### src/rtl/lsrc_fifo.sv
module lsrc_fifo #(
	parameter int WIDTH = 8,
	parameter int DEPTH = 2
) (
	input  logic             clk,
	input  logic             arst_n,
	input  logic             wr,
	input  logic [WIDTH-1:0] wdata,
	output logic             full,
	input  logic             rd,
	output logic [WIDTH-1:0] rdata,
	output logic             empty
);

	// DEPTH is a power of two, so the pointers wrap on their own.
	localparam int AW = (DEPTH > 1) ? $clog2(DEPTH) : 1;

	logic [WIDTH-1:0] mem_q [DEPTH];
	logic [AW-1:0]    wp_q;
	logic [AW-1:0]    rp_q;
	logic [AW:0]      cnt_q;
	logic             do_wr;
	logic             do_rd;

	assign full  = (cnt_q == (AW + 1)'(DEPTH));
	assign empty = (cnt_q == '0);
	assign do_wr = wr && !full;
	assign do_rd = rd && !empty;
	assign rdata = mem_q[rp_q];

	always_ff @(posedge clk or negedge arst_n) begin
		if (!arst_n) begin
			wp_q  <= '0;
			rp_q  <= '0;
			cnt_q <= '0;
		end else begin
			if (do_wr) begin
				wp_q <= wp_q + 1'b1;
			end
			if (do_rd) begin
				rp_q <= rp_q + 1'b1;
			end
			if (do_wr && !do_rd) begin
				cnt_q <= cnt_q + 1'b1;
			end else if (do_rd && !do_wr) begin
				cnt_q <= cnt_q - 1'b1;
			end
		end
	end

	always_ff @(posedge clk) begin
		if (do_wr) begin
			mem_q[wp_q] <= wdata;
		end
	end

endmodule

### config.mk
export PLATFORM = sky130hd
export DESIGN_NAME = lsrc_fifo
export DESIGN_NICKNAME = d
export VERILOG_FILES = /design/src/rtl/lsrc_fifo.sv
export SDC_FILE = /design/constraint.sdc
export NUM_CORES = 1
export LEC_CHECK = 0
export ABC_CLOCK_PERIOD_IN_PS = 1800
export BUFFER_PORTS_ARGS = -buffer_cell sky130_fd_sc_hd__buf_2
export CORE_MARGIN = 2
export CORE_UTILIZATION = 48
export CTS_CLUSTER_SIZE = 30
export DETAILED_ROUTE_END_ITERATION = 8
export PLACE_DENSITY = 0.79
export SYNTH_ARGS = -nofsm -noshare
export SYNTH_HDL_FRONTEND = slang
export SYNTH_SLANG_ARGS = --single-unit
### constraint.sdc
create_clock -name clk -period 1.8 [get_ports clk]
set_clock_uncertainty 0.15 [all_clocks]
set_input_delay 0.36 -clock clk [delete_from_list [all_inputs] [get_ports clk]]
set_output_delay 0.36 -clock clk [all_outputs]
set_load 0.02 [all_outputs]
==> summary.md <==
| Metric | Value |
|---|---|
| Critical Path Fanout Max | `5` |
| Die Span Y | `44.4 µm` |
| Final Instance Count excl. Fillers | `90` |
| Yosys cell types | `15` |
| Max-Cap Viols | `0` |
| Final setup fails | `7` |
| Crit. End Element | `output port` |
| #FFs+latches synth | `20` |
| Yosys warns | `0` |
| Sequential area share after synthesis | `74.2%` |
| DRC viols | `0` |
| Leading cell type in the layout, fill and taps excluded | `edfxtp_1` |
| WP data required | `1.29 ns` |
| DRT iter0 DRCs | `13` |
| Slowest-stage cell, CP | `dfrtp_2` |
| N_diodes | `0` |
| Worst vdd ir | `0.726 mV` |
| Site row count | `14` |
| Initial antenna violation count | `0` |
| Setup TNS | `-0.0347 ns` |
| Clk_lat worst skew | `0.29 ns` |
| IO Port Bufs | `21` |
| Failing checks | `negative setup slack` |
| Dpl hpwl | `887 µm` |
| Gpl congestion | `0.768` |
| RSZ-0062 raised after global routing | `true` |
| Placed cell count | `roughly 80` |
| Most used cell, CP | `buf_6` |
| Synth Cell Area | `between 700 and 800 µm²` |
| FMAX | `553 MHz` |
| Top FF cell, synth | `edfxtp_1` |
| Area Overhead vs Synth | `37.0%` |
| CTS tree | `built` |
| Core area | `roughly 1500 µm²` |
| Vias per std cell | `4.92` |
| Fin crit share | `101%` |
| Pin slew with the least headroom to its limit | `0.401 ns` |
| Data arrival time of the worst path | `between 1 and 1.5 ns` |
| GR Overflow Total | `0` |
| Mapped Nets | `57` |
| Reg clk slew, reported paths | `0.11 ns` |
| WL per Instance | `14.5 µm` |
| Status | `finished with violations` |
| Slack of the critical path | `-0.00950 ns` |
| H-tree Lvls | `1` |
| Worst path cell trace | `buf_6 -> mux2_4 -> buf_6` |
| PD cells | `1730 nW/µm²` |
| Post-route ant nets | `0` |
| WL final | `approximately 1300 µm` |
| Layout Nets | `88` |
| Die X | `44.4 µm` |
| Drt pass-1 iters | `2` |
| Most frequent cells in the layout | `16 x edfxtp_1, 13 x buf_2, 10 x buf_6` |
| Initial Util | `51.3%` |
| Global-route wire length before repair | `1780 µm` |
| Slew HR | `73.3%` |
| Global Route Usage Sum | `13.8%` |
| Cells after Synth | `44` |
| Via count | `443` |
| Ports | `22` |
| Fin. max-slew vios | `0` |
| Vias in the first global route | `between 400 and 500` |
| Clock tree root buffer cell | `clkbuf_4` |
| Layout cells sized above 1 | `58.1%` |
| Leakage Power | `0.467 nW` |
| Worst hold path class | `primary input to flip-flop` |
| Final hold viol count | `0` |
| CTS buffer count | `3` |
| Largest net degree at the start of global routing | `12` |
| Tmin final | `1.81 ns` |
| Worst Setup Start Kind | `flip-flop` |
| DIE AREA | `1970 µm²` |
| Async set-reset flop share out of synthesis | `20.0%` |
| Clk buf depth | `2` |
| Syn avg cell area | `17.8 µm²` |
| Clk sinks | `20` |
| Number of synthesized flops with an enable pin | `16` |
| CP Class | `flip-flop to output port` |
| Max stage delay on crit path | `0.44 ns` |
==> cells by family after synthesis <==
| family | Yosys count | share of synthesized area [%] |
|---|---|---|
| adder cells (fa/ha/maj) | 1 | 1.60 |
| flip-flops | 20 | 74.2 |
| AND/OR/NAND/NOR | 6 | 3.84 |
| AO/OA/AOI/OAI | 1 | 0.639 |
| XOR/XNOR | 5 | 6.56 |
| multiplexers | 8 | 11.5 |
| buffers and inverters | 3 | 1.60 |
==> path summary, 6_finish.rpt <==
| path | from | end | slack (ns) | cells past startpoint |
|---|---|---|---|---|
| max in group asynchronous | arst_n | rp_q$_DFFE_PN0P_ | 1.14 | 2 |
| worst min register to register | cnt_q[0]$_DFFE_PN0P_ | cnt_q[0]$_DFFE_PN0P_ | 0.37 | 1 |
| worst max-delay path | rp_q$_DFFE_PN0P_ | rdata[2] | -0.01 | 3 |
| worst max register to register | cnt_q[0]$_DFFE_PN0P_ | cnt_q[1]$_DFFE_PN0P_ | 0.11 | 6 |
| worst min-delay path | wdata[5] | mem_q[1][5]$_DFFE_PP_ | 0.11 | 1 |
| min in group asynchronous | arst_n | cnt_q[0]$_DFFE_PN0P_ | 0.23 | 2 |
==> flip-flops by register name, summed over array words and instances (netlist names) <==
register / count
mem_q: 16
rp_q: 1
cnt_q: 2
wp_q: 1
==> worst max-delay path, delay by kind of cell, from the launching register on <==
family | cells | cell delay [ns]
mux | 1 | 0.30
buf+inv | 2 | 0.27
flops | 1 | 0.44
==> layer usage <==
metal  up-vias  global-route usage (%)  share of wire (%)  routed length, µm
li1        218                       -                  -                  -
met1       209                    14.4                 41                531
met2        16                    25.0                 56                725
met3         0                    2.45                3.4                 44
met4         0                    9.09                  0                  0
met5         -                       0                  0                  0
==> synth_stat cells (2+ instances only) <==
| cell | number | area, µm² |
|---|---|---|
| xnor2_1 | 2 | 17.5 |
| xor2_1 | 2 | 17.5 |
| edfxtp_1 | 16 | 480 |
| mux2_2 | 2 | 22.5 |
| mux2_1 | 6 | 67.6 |
| dfrtp_1 | 4 | 100 |
| nor2_1 | 3 | 11.3 |
| inv_1 | 2 | 7.51 |
==> final cells by class <==
cell class / count / area [µm²]
Sequential cell: 20 / 583
Timing Repair Buffer: 27 / 210
Inverter: 2 / 7.51
Fill cell: 93 / 453
Clock buffer: 4 / 36.3
Tap cell: 16 / 20.0
Multi-Input combinational cell: 21 / 214
==> stage by stage <==
stage | total power (W) | setup slack [ns] | hold WS [ns] | area (µm²) | utilization [%]
after floorplan | 0.00115 | 0.258 | -0.0856 | 782 | -
after global placement | 0.00131 | 0.185 | 0.0190 | 917 | 60.2
after detailed placement | 0.00135 | 0.0923 | 0.0212 | 917 | 60.2
after CTS | 0.00162 | -0.0360 | 0.0968 | 972 | 63.8
after global routing | 0.00195 | -0.0506 | 0.0811 | 1070 | 70.3
final | 0.00185 | -0.00950 | 0.106 | 1070 | 70.3
==> where the power goes <==
group	switching, W	internal, W
sequential	0.0000799	0.000652
combinational	0.000404	0.000467
clock	0.000125	0.000123
==> timing repair <==
item                                    4_1_cts  5_1_grt
resized for setup                             1       28
endpoints found under the setup margin        8        9
hold buffers                                  1        0
buffers inserted                              1        2
hold endpoints to repair                      4        0
No activity file was read; power rests on OpenSTA's default activity.
