### src/rtl/lsrc_pkg.sv
package lsrc_pkg;

	// Fraction bits of the clipping parameter t.
	localparam int T_FRAC = 16;

	// Number of rectangle boundaries.
	localparam int NUM_BND = 4;

	// Configuration register indexes.
	typedef enum logic [1:0] {
		REG_X_MIN  = 2'd0,
		REG_Y_MIN  = 2'd1,
		REG_WIDTH  = 2'd2,
		REG_HEIGHT = 2'd3
	} cfg_reg_t;

	// Classification of one boundary, handed from the front end to the back end.
	typedef struct packed {
		logic kill;   // the segment is rejected by this boundary
		logic act;    // the ratio takes part in the entry or exit choice
		logic enter;  // entering boundary (p < 0), else leaving
		logic sat;    // numerator >= |p|: the ratio is clamped to one
	} bnd_t;

endpackage

### src/rtl/lsrc_front.sv
module lsrc_front #(
	parameter int COORD_BITS = 16
) (
	input  logic                                    clk,
	input  logic                                    arst_n,
	input  logic                                    push,
	output logic                                    full,
	input  logic signed [COORD_BITS-1:0]            x_start,
	input  logic signed [COORD_BITS-1:0]            y_start,
	input  logic signed [COORD_BITS-1:0]            x_end,
	input  logic signed [COORD_BITS-1:0]            y_end,
	input  logic signed [COORD_BITS-1:0]            xmin,
	input  logic signed [COORD_BITS-1:0]            ymin,
	input  logic        [COORD_BITS-2:0]            wid,
	input  logic        [COORD_BITS-2:0]            hgt,
	input  logic                                    mq_full,
	output logic                                    cls_push,
	output logic signed [COORD_BITS-1:0]            x1,
	output logic signed [COORD_BITS-1:0]            y1,
	output logic signed [COORD_BITS:0]              dx,
	output logic signed [COORD_BITS:0]              dy,
	output logic [lsrc_pkg::NUM_BND-1:0][COORD_BITS-1:0] num,
	output logic [lsrc_pkg::NUM_BND-1:0][COORD_BITS-1:0] den,
	output lsrc_pkg::bnd_t [lsrc_pkg::NUM_BND-1:0]  bnd
);

	localparam int C = COORD_BITS;
	localparam int W = COORD_BITS + 3;
	localparam int NB = lsrc_pkg::NUM_BND;

	logic                v_s1;
	logic signed [C-1:0] x1_s1;
	logic signed [C-1:0] y1_s1;
	logic signed [C-1:0] x2_s1;
	logic signed [C-1:0] y2_s1;

	logic signed [W-1:0] dx_w;
	logic signed [W-1:0] dy_w;
	logic signed [W-1:0] p [NB];
	logic signed [W-1:0] q [NB];
	logic signed [W-1:0] n;
	logic signed [W-1:0] ap;
	logic                pz;
	logic                pneg;

	assign full     = v_s1 && mq_full;
	assign cls_push = v_s1 && !mq_full;

	always_ff @(posedge clk or negedge arst_n) begin
		if (!arst_n) begin
			v_s1 <= 1'b0;
		end else if (!full) begin
			v_s1 <= push;
		end
	end

	always_ff @(posedge clk) begin
		if (!full && push) begin
			x1_s1 <= x_start;
			y1_s1 <= y_start;
			x2_s1 <= x_end;
			y2_s1 <= y_end;
		end
	end

	// The four boundaries: left, right, top and bottom.
	always_comb begin
		dx_w = W'(x2_s1) - W'(x1_s1);
		dy_w = W'(y2_s1) - W'(y1_s1);
		p[0] = -dx_w;
		p[1] = dx_w;
		p[2] = -dy_w;
		p[3] = dy_w;
		q[0] = W'(x1_s1) - W'(xmin);
		q[1] = W'(xmin) + signed'(W'(wid)) - W'(x1_s1);
		q[2] = W'(y1_s1) - W'(ymin);
		q[3] = W'(ymin) + signed'(W'(hgt)) - W'(y1_s1);
	end

	// The ratio of a boundary is q/p. It is recast as n/|p| with n = q or -q so that a
	// useful ratio is never negative; an entering ratio below zero is dropped, and a
	// leaving ratio below zero makes the segment invisible.
	always_comb begin
		n    = '0;
		ap   = '0;
		pz   = 1'b0;
		pneg = 1'b0;
		for (int l = 0; l < NB; l++) begin
			pz   = (p[l] == '0);
			pneg = p[l][W-1];
			n    = pneg ? -q[l] : q[l];
			ap   = pneg ? -p[l] : p[l];
			bnd[l].enter = pneg;
			if (pz) begin
				bnd[l].kill = q[l][W-1];
				bnd[l].act  = 1'b0;
			end else begin
				bnd[l].kill = !pneg && n[W-1];
				bnd[l].act  = !n[W-1];
			end
			bnd[l].sat = (n >= ap);
			num[l] = n[C-1:0];
			den[l] = ap[C-1:0];
		end
	end

	assign x1 = x1_s1;
	assign y1 = y1_s1;
	assign dx = dx_w[C:0];
	assign dy = dy_w[C:0];

endmodule

### config.mk
export PLATFORM = sky130hd
export DESIGN_NAME = lsrc_front
export DESIGN_NICKNAME = d
export VERILOG_FILES = /design/src/rtl/lsrc_pkg.sv /design/src/rtl/lsrc_front.sv
export SDC_FILE = /design/constraint.sdc
export NUM_CORES = 1
export LEC_CHECK = 0
export BUFFER_PORTS_ARGS = -buffer_cell sky130_fd_sc_hd__buf_2
export CAP_MARGIN = 15
export CORE_AREA = 2 2 205 207
export DETAILED_ROUTE_END_ITERATION = 7
export DIE_AREA = 0 0 207 209
export GPL_TIMING_DRIVEN = 0
export PLACE_DENSITY_LB_ADDON = 0.15
export SLEW_MARGIN = 20
export SYNTH_ARGS = -nofsm -noshare
export SYNTH_HDL_FRONTEND = slang
export SYNTH_SLANG_ARGS = --single-unit
### constraint.sdc
create_clock -name clk -period 7.4 [get_ports clk]
set_input_delay 0.74 -clock clk [delete_from_list [all_inputs] [get_ports clk]]
set_output_delay 0.74 -clock clk [all_outputs]
set_load 0.01 [all_outputs]
==> metrics.txt <==
Synth cell types 110; final core occ 42.8%; met2 usage between 30% and 40%; total gr overflow 0; Syn Nets 2170; Final Setup Violations 0; Lkg Pwr 8.45 nW; synth top area cells ha_1 (17%), edfxtp_1 (13%), xnor2_1 (8.9%); Synth Area in Adders between 20% and 30%; crit path time final 7130 ps; initial antenna violation count 10; Clk Latency, worst-skew pair 390 ps; DRC errors left 0; Compound-Gate Fraction of Synth Area a little over a fifth; HP Class in -> async; Synth Area in Simple Gates between 15 and 20%; R2R cell count 4; multi-input logic area 11400 um^2; XOR/XNOR Fraction of Synth Area 14.3%; PortBufs 341; GRT busiest layer met2; startpoint of the worst register-to-register path v_s1; GR Layer Usage met1 about a third; Layout area overhead 24.0%; share of cells above drive strength 1 23.9%; CP Max Fanout 10; Die Area 43300 um^2; Clock Tree Buf Depth 2; CP endpoint kind output pin; max-slew violations 0; gr usage total 23.2%; mux cell area share after synthesis 0.974%; Core Region 41300 um^2; Syn Area/Cell just under 8 um^2; post-synth top area share 16.8%; worst-case hold slack 127 ps; final hold violation count 0; iteration count of the initial detailed-routing pass 5; vias in the first global route 13.4k; Fmax between 100 and 150 MHz; Peak VDD IR 0.125 mV; worst path arrival time 6390 ps; Syn Inst Count 1815; Starting Density 34.5%; routed vias approximately 14k; Final GP Congestion approximately 0.92; worst-margin pin slew 1060 ps; Seq/Total Area, Yosys approximately 14%; htree depth 3; Rel. slew slack between 20 and 30%; post-DP HPWL 43800 um; average wire per standard cell 18.8 um; Routed Antenna Nets 0; setup slack, reg-to-reg 5480 ps; Crit path required time 6660 ps; number of CTS-inserted buffers 9; clock root cell clkbuf_16; Clock transition at path regs 60 ps; global-route wire length before repair 77600 um; register area 1950 um^2; Worst Path Class, Setup reg -> out; power after layout 4.10 mW; worst setup path startpoint x1[0]; Initial DRC Count between 1k and 1.5k; die height 209 um; final-stage net count 2559; Syn. warnings 0; final worst path period share 96.3%; crit path to bnd[0]; R2R Path End x1[2]; area of the mapped netlist 14300 um^2; Post-synth ARST share 1.54%; largest family of logic cells by synthesized area adder cells; met3 Usage GRT under 10%; total power per unit cell area between 200 and 250 nW/um^2; fillers 4346; status complete, no violations; Clock Sinks 65; I/O pin cnt 342; die width between 200 and 250 um; TritonCTS clock tree yes; EDFF count, synth 64; Most used DFF post-synth edfxtp_1; Avg Vias per Cell 5.18; CP Launch Type register; Seq cells post-synth 65; MaxCap Viol Count 0; final WL slightly above 50000 um; clk_skew 15.2 ps; # rows 75; largest net degree at the start of global routing 23; post-synth top area cell ha_1
[flip-flops by register name, summed over array words and instances, names as in the netlist]
name	flops
v_s1	1
x1	16
x2_s1	16
y1	16
y2_s1	16
[through the flow]
stage,instances,area [um^2],setup slack (ps),setup TNS [ps]
floorplan,1815,14300,719,0
global placement,2695,16600,-1790,-3580
detailed placement,2697,16700,-1740,-3640
CTS,2730,17400,15.8,0
global route,2750,17700,-47.6,-47.6
finish,2754,17700,273,0
[per-layer routing]
metal | share of wire [%] | wire length [um] | up-vias
met4 | 1.6 | 835 | 4
met1 | 47 | 24400 | 6692
li1 | - | - | 7144
met3 | 5.9 | 3030 | 44
met2 | 45 | 23400 | 389
met5 | 0.052 | 27 | -
[cells in the final DEF (no fill, tap or decap), types with 14 or more instances in the layout]
master / Yosys / final
a31oi_1: 28 / 27
inv_1: 279 / 276
buf_4: 7 / 47
xnor2_1: 145 / 144
nand2b_1: 18 / 18
nor2b_1: 34 / 31
nor3_1: 57 / 53
clkbuf_1: 27 / 19
fa_1: 34 / 32
edfxtp_1: 64 / 64
a21o_1: 44 / 44
nand4_1: 27 / 27
a21oi_1: 103 / 102
and3_1: 15 / 15
o21ai_0: 65 / 60
ha_1: 191 / 186
xor2_1: 69 / 64
or3_1: 17 / 17
buf_2: 10 / 350
nand3_1: 40 / 40
nor2_1: 152 / 148
o21a_1: 41 / 41
nand2_1: 78 / 78
and2_1: 14 / 14
[critical path: stages (launching register included)]
cell and delay [ps]:
edfxtp_1 410, ha_1 250, fa_2 400, nor2b_4 160
o211ai_1 260, a2111oi_4 480, o41a_1 250, nand2_1 120
a31oi_4 290, clkinvlp_4 200, nor4_2 370, ha_4 290
buf_6 170, nor2_1 140, xor2_1 230, inv_1 70
ha_1 340, a21o_1 170, a21o_1 170, a21o_1 180
a21o_1 180, a21o_1 170, a21oi_1 170, o21ai_0 130
o2111ai_2 150, a21oi_1 100, buf_2 150
[layout make-up]
cell class	instances	area share (%)
Multi-Input combinational cell	1420	64.3
Timing Repair Buffer	381	11.5
Sequential cell	65	11.0
Inverter	283	6.05
Tap cell	539	3.82
Buffer	44	1.47
Clock buffer	10	1.30
Clock inverter	5	0.460
Antenna cell	7	0.0991
[synth_stat cells, types with 10 or more instances]
| cell | count |
|---|---|
| xnor2_1 | 145 |
| clkbuf_1 | 27 |
| edfxtp_1 | 64 |
| nand2_1 | 78 |
| or3_1 | 17 |
| a31oi_1 | 28 |
| buf_2 | 10 |
| a21oi_1 | 103 |
| nor2_1 | 152 |
| o21a_1 | 41 |
| a21o_1 | 44 |
| inv_1 | 279 |
| nand3_1 | 40 |
| nor4_1 | 14 |
| fa_1 | 34 |
| and2_1 | 14 |
| a211oi_1 | 10 |
| nand4_1 | 27 |
| nor3_1 | 57 |
| o21ai_0 | 65 |
| and3_1 | 15 |
| ha_1 | 191 |
| xor2_1 | 69 |
| nand2b_1 | 18 |
| nor2b_1 | 34 |
[logic make-up (layout without fill, tap and decap cells)]
family,after synthesis,count (layout)
other cells,0,7
mux,13,13
fa+ha+maj,225,225
compound gates,426,426
buf+inv,330,723
simple gates,532,532
flops,65,65
xor+xnor,224,224
[power breakdown]
part | internal [mW] | switching (mW) | total, mW
combinational | 1.28 | 1.89 | 3.17
clock | 0.293 | 0.192 | 0.485
sequential | 0.430 | 0.0202 | 0.450
[how the worst min path moves through the flow]
stage               cells past startpoint    to  startpoint  slack [ps]
finish                                  1  v_s1      arst_n         130
detailed placement                      1  v_s1      arst_n         520
CTS                                     1  v_s1      arst_n          90
global placement                        1  v_s1      arst_n         510
global route                            1  v_s1      arst_n         110
floorplan                               0  v_s1      arst_n         440
[what timing repair did]
| item | in CTS | in global routing |
|---|---|---|
| resized for setup | 46 | 39 |
| hold buffers | 0 | 0 |
| endpoints found under the hold margin | 0 | 0 |
| pin swaps | 14 | 21 |
| setup buffers | 20 | 18 |
| setup endpoints to repair | 44 | 3 |
Note: power is estimated with default switching activity, not from simulation.
